## src/hw/rtl/tube_waveshaper_feedback_defines.svh

```systemverilog
// Assertion macros for the tube waveshaper block.
// Included by the top level; no other dependencies.
`ifndef TUBE_WAVESHAPER_FEEDBACK_DEFINES_SVH
`define TUBE_WAVESHAPER_FEEDBACK_DEFINES_SVH

`ifndef ASSERT_OFF
// Check a property on every rising clock edge outside reset.
`define TW_ASSERT(lbl, clk, rstn, prop, msg) \
	lbl: assert property (@(posedge clk) disable iff (!rstn) (prop)) else $error(msg);
// Check a property on every rising clock edge, reset included.
`define TW_ASSERT_ALWAYS(lbl, clk, prop, msg) \
	lbl: assert property (@(posedge clk) (prop)) else $error(msg);
`else
`define TW_ASSERT(lbl, clk, rstn, prop, msg)
`define TW_ASSERT_ALWAYS(lbl, clk, prop, msg)
`endif

`endif

```

## src/hw/rtl/tw_pkg.sv

```systemverilog
// Shared types, constants and helpers for the tube waveshaper block.
// No dependencies.
`timescale 1ns / 1ps

package tw_pkg;

	localparam int TABLE_DEPTH = 1024;
	localparam int CHANNELS    = 2;

	localparam int TAB_AW    = $clog2(TABLE_DEPTH);
	localparam int DEPTH_W   = $clog2(TABLE_DEPTH) + 1;
	localparam int CH_W      = (CHANNELS > 1) ? $clog2(CHANNELS) : 1;
	localparam int FRAC_STEP = 21;
	localparam int POS_W     = 25 + DEPTH_W + 1;
	localparam int ADDR_X_W  = 17;

	localparam logic signed [23:0] SMAX = 24'sh7FFFFF;
	localparam logic signed [23:0] SMIN = 24'sh800000;

	// command codes of an input request
	localparam logic CMD_WRITE_TABLE = 1'b0;
	localparam logic CMD_SAMPLE      = 1'b1;

	// configuration register indexes
	localparam logic [1:0] REG_DRIVE_GAIN     = 2'd0;
	localparam logic [1:0] REG_SUPPLY_LEVEL   = 2'd1;
	localparam logic [1:0] REG_FEEDBACK_RATIO = 2'd2;

	typedef struct packed {
		logic              command;
		logic              channel;
		logic [9:0]        table_address;
		logic signed [23:0] table_value;
		logic signed [23:0] sample_in;
	} in_req_t;

	typedef struct packed {
		logic              channel_out;
		logic signed [23:0] sample_out;
	} out_req_t;

	typedef struct packed {
		logic [23:0]        drive_gain;
		logic signed [23:0] supply_level;
		logic signed [23:0] feedback_ratio;
	} cfg_t;

	// datapath step strobes from the controller
	typedef struct packed {
		logic wr_table;
		logic load;
		logic mul;
		logic sum;
		logic pos;
		logic rd_a;
		logic rd_b;
		logic interp;
		logic yout;
		logic fbmul;
		logic fin;
	} cmd_t;

	typedef struct packed {
		logic out_free;
	} status_t;

	function automatic logic signed [23:0] sat24(input logic signed [63:0] v);
		logic signed [63:0] hi;
		logic signed [63:0] lo;
		hi = 64'(SMAX);
		lo = 64'(SMIN);
		if (v > hi) begin
			return SMAX;
		end else if (v < lo) begin
			return SMIN;
		end
		return v[23:0];
	endfunction

endpackage

```

## src/hw/rtl/tw_ctrl.sv

```systemverilog
// Sequencer for the tube waveshaper: steps one sample through the datapath.
// Depends on tw_pkg.
`timescale 1ns / 1ps

module tw_ctrl (
	input  logic              clk,
	input  logic              arst_n,
	input  logic              in_valid,
	input  logic              in_command,
	output logic              in_stall,
	input  tw_pkg::status_t   status,
	output tw_pkg::cmd_t      cmd
);

	localparam logic [3:0] ST_IDLE   = 4'd0;
	localparam logic [3:0] ST_MUL    = 4'd1;
	localparam logic [3:0] ST_SUM    = 4'd2;
	localparam logic [3:0] ST_POS    = 4'd3;
	localparam logic [3:0] ST_RDA    = 4'd4;
	localparam logic [3:0] ST_RDB    = 4'd5;
	localparam logic [3:0] ST_INTERP = 4'd6;
	localparam logic [3:0] ST_YOUT   = 4'd7;
	localparam logic [3:0] ST_FBMUL  = 4'd8;
	localparam logic [3:0] ST_FIN    = 4'd9;

	logic [3:0] state_q;
	logic [3:0] state_d;
	logic       accept;

	assign in_stall = (state_q != ST_IDLE);
	assign accept   = in_valid && (state_q == ST_IDLE);

	always_comb begin
		cmd          = '0;
		state_d      = state_q;
		cmd.wr_table = accept && (in_command == tw_pkg::CMD_WRITE_TABLE);
		cmd.load     = accept && (in_command == tw_pkg::CMD_SAMPLE);
		unique case (state_q)
			ST_IDLE: begin
				if (cmd.load) state_d = ST_MUL;
			end
			ST_MUL: begin
				cmd.mul = 1'b1;
				state_d = ST_SUM;
			end
			ST_SUM: begin
				cmd.sum = 1'b1;
				state_d = ST_POS;
			end
			ST_POS: begin
				cmd.pos = 1'b1;
				state_d = ST_RDA;
			end
			ST_RDA: begin
				cmd.rd_a = 1'b1;
				state_d  = ST_RDB;
			end
			ST_RDB: begin
				cmd.rd_b = 1'b1;
				state_d  = ST_INTERP;
			end
			ST_INTERP: begin
				cmd.interp = 1'b1;
				state_d    = ST_YOUT;
			end
			ST_YOUT: begin
				cmd.yout = 1'b1;
				state_d  = ST_FBMUL;
			end
			ST_FBMUL: begin
				cmd.fbmul = 1'b1;
				state_d   = ST_FIN;
			end
			ST_FIN: begin
				if (status.out_free) begin
					cmd.fin = 1'b1;
					state_d = ST_IDLE;
				end
			end
			default: begin
				state_d = ST_IDLE;
			end
		endcase
	end

	always_ff @(posedge clk or negedge arst_n) begin
		if (!arst_n) begin
			state_q <= ST_IDLE;
		end else begin
			state_q <= state_d;
		end
	end

endmodule

```

## config.mk

```make
export PLATFORM = sky130hd
export DESIGN_NAME = tw_ctrl
export DESIGN_NICKNAME = d
export VERILOG_FILES = /design/src/hw/rtl/tube_waveshaper_feedback_defines.svh /design/src/hw/rtl/tw_pkg.sv /design/src/hw/rtl/tw_ctrl.sv
export SDC_FILE = /design/constraint.sdc
export NUM_CORES = 1
export LEC_CHECK = 0
export CORE_AREA = 2 2 39 41
export CTS_CLUSTER_SIZE = 40
export DETAILED_ROUTE_END_ITERATION = 7
export DIE_AREA = 0 0 41 43
export DONT_BUFFER_PORTS = 1
export PLACE_DENSITY = 0.43
export SYNTH_ARGS = -nofsm -noshare
export SYNTH_HDL_FRONTEND = slang
export SYNTH_SLANG_ARGS = --single-unit
```

## constraint.sdc

```tcl
create_clock -name clk -period 3.6 [get_ports clk]
set_input_delay 0.18 -clock clk [delete_from_list [all_inputs] [get_ports clk]]
set_output_delay 0.18 -clock clk [all_outputs]
set_load 0.005 [all_outputs]
```

==> summary.md <==
| Metric | Value |
|---|---|
| Kind of end point of the critical path | output pin |
| Setup ws final | 1970 ps |
| Post-synth top area cell | dfrtp_1 |
| Worst path max stage delay | 600 ps |
| Hold EP | state_q[0] |
| Number of synthesized register bits | 4 |
| Top Family by Delay on Critical Path | simple AND/OR/NAND/NOR gates |
| Critical path class | reg2out |
| RR Endpoint | state_q[0] |
| H-tree depth | 1 |
| Die area | 0.00176 mm2 |
| Worst Skew | 5.87 ps |
| Final period util | 45.2% |
| Mapped Cells | 38 |
| Max reg flops | 4 |
| Clk Latency, worst-skew pair | 230 ps |
| First-pass GRT wire length | 1070 um |
| Share of layout cells above drive strength 1 | 18.4% |
| Worst-path fanout max | 10 |
| Core area | 0.00138 mm2 |
| Unrepaired setup endpoints after global routing | no |
| Sinks on Clock Net | 4 |
| Worst-path clk slew | 40 ps |
| Grt total ovfl | 0 |
| DP Worst Slack | 2210 ps |
| # DRC | 0 |
| Hold Violations, Final | 0 |
| Total Wirelength | 680 um |
| Status | completed |
| CTS tree | built |
| N_diodes | 0 |
| Die width | 41 um |
| Peak supply drop | 0.314 mV |
| Routability Congestion | 0.654 |
| Fmax | 0.615 GHz |
| Syn Std Cell Area | 310 um2 |
| Max-cap violations | 0 |
| Vias per inst | 4.91 |
| Min-delay src | status |
| Root Driver | clkbuf_4 |
| Share of the synthesized area in the top cell type | 32.3% |
| Number of synthesized flops with an enable pin | 0 |
| Final slew viol count | 0 |
| Post-DRT Antenna Nets | 0 |
| FF-to-FF Start | state_q[1] |
| Via count | 265 |
| Layout Nets | 45 |
| R2r setup slk | 2500 ps |
| Wire per inst | 12.6 um |
| Setup TNS | 0 ps |
| Worst EP required | 3420 ps |
| Bufs and invs on worst path | 0 |
| Count of final setup violators | 0 |
| Top post-synthesis cells by area | dfrtp_1 (32%), nor3_1 (9.7%), nand2b_1 (8.1%) |
| Max transition margin | 75.6% |
| Starting Density | 22.4% |
| Critical path launch point type | flip-flop |
| Total power divided by cell area | 862 mW/mm2 |
| TritonCTS buffer count | 3 |
| Ys async rst share | 100% |
| Distinct cell type count after synthesis | 20 |
| Largest Register | state_q |
| Layout area overhead | 9.27% |
| Largest net degree at the start of global routing | 12 |
| Worst path cell trace | or4_4 > nor3_2 |
| Initial antenna violation count | 0 |
| Gr usage total | 9.26% |
| Synthesis Warnings | 0 |
| Post-synthesis average cell area | 8.17 um2 |
| Post-synthesis net count | 43 |
| Ports | 17 |
| CTS resizes | 0 |
| TritonRoute pass-1 iters | 2 |
| Top FF cell, synth | dfrtp_1 |
| Port Buffers | 0 |
| Vias in the first global route | 225 |
| Biggest registers after layout | state_q: 4 flops |
| Post-synth top cells | nor3_1 (6), dfrtp_1 (4), nand2b_1 (4) |
| Core Rows | 14 |
| Die height | 43 um |
| Worst-margin pin slew | 357 ps |
| Initial drt markers | 3 |
| CP max-delay cell | or4_4 |
| CP Data Arrival Time | 1450 ps |
| Count leader, synth | nor3_1 |
| Hold WC Path Type | in2reg |
| Post-synthesis sequential area ratio | 32.3% |
| Pleak | 0.133 nW |
| Fin crit period | 1630 ps |
| Max clock buf depth | 2 |
| R2R depth | 2 |
| Hold Path Cell Cnt | 2 |
-- routing by layer --
metal	vias to the layer above	wire (um)	global-route usage, %
met5	-	0	0
met4	0	0	2.00
met1	117	328	14.0
met2	16	292	9.69
li1	132	-	-
met3	0	59	7.85
-- worst max path at each step --
stage	from	to	slack [ps]	cells after the start
floorplan	state_q[0]	cmd[10]	2260	3
global placement	state_q[0]	cmd[9]	2220	2
detailed placement	state_q[1]	cmd[9]	2210	2
CTS	state_q[0]	cmd[9]	1960	2
global route	state_q[0]	cmd[9]	1880	2
finish	state_q[0]	cmd[9]	1970	2
-- layout make-up --
cell class	instances	area [um2]
clock buffer	3	22.5
tap	16	20.0
timing repair buffer	1	10.0
fill	154	1040
inverter	3	11.3
sequential	4	100
multi-input combinational	27	175
-- worst register-to-register path: cells and delay by family, from the launching register on --
kind           cells  cell delay, ps
AO/OA/AOI/OAI      2             500
flip-flops         1             470
-- cell families (layout without fill, tap and decap cells) --
| kind of cell | after synthesis | count (layout) | share of synthesized area (%) |
|---|---|---|---|
| and+or+nand+nor | 20 | 20 | 39.5 |
| AOI/OAI and AO/OA | 7 | 7 | 16.9 |
| buffers and inverters | 7 | 7 | 11.3 |
| DFF | 4 | 4 | 32.3 |
-- where the power goes --
| part | leakage (nW) | internal [W] | total [W] | switching, W |
|---|---|---|---|---|
| registers | 0.0504 | 0.0000662 | 0.000120 | 0.0000535 |
| logic | 0.0692 | 0.0000566 | 0.000119 | 0.0000622 |
| clock network | 0.0138 | 0.0000371 | 0.0000537 | 0.0000166 |
| total | 0.133 | 0.000160 | 0.000292 | 0.000132 |
-- cells in the final DEF (no fill, tap or decap), types with 2 or more instances in the layout --
cell | Yosys | layout
nor3_1 | 6 | 6
nand2b_1 | 4 | 4
dfrtp_1 | 4 | 4
nor2_1 | 3 | 3
inv_1 | 3 | 3
clkbuf_4 | 0 | 3
nor3_2 | 2 | 2
a21oi_1 | 2 | 2
-- per-stage QoR --
stage | power [W] | hold WS (ps) | area, um2 | utilization (%) | cells
after floorplan | 0.000230 | -116 | 310 | - | 38
after global placement | 0.000240 | -115 | 307 | 22.2 | 50
after detailed placement | 0.000241 | -115 | 307 | 22.2 | 50
after CTS | 0.000298 | 129 | 339 | 24.5 | 54
after global routing | 0.000324 | 128 | 339 | 24.5 | 54
final | 0.000292 | 128 | 339 | 24.5 | 54
-- what timing repair did --
item	4_1_cts	5_1_grt
hold endpoints to repair	4	0
hold buffers	1	0
buffers inserted	0	0
No activity file was read; power rests on OpenSTA's default activity.
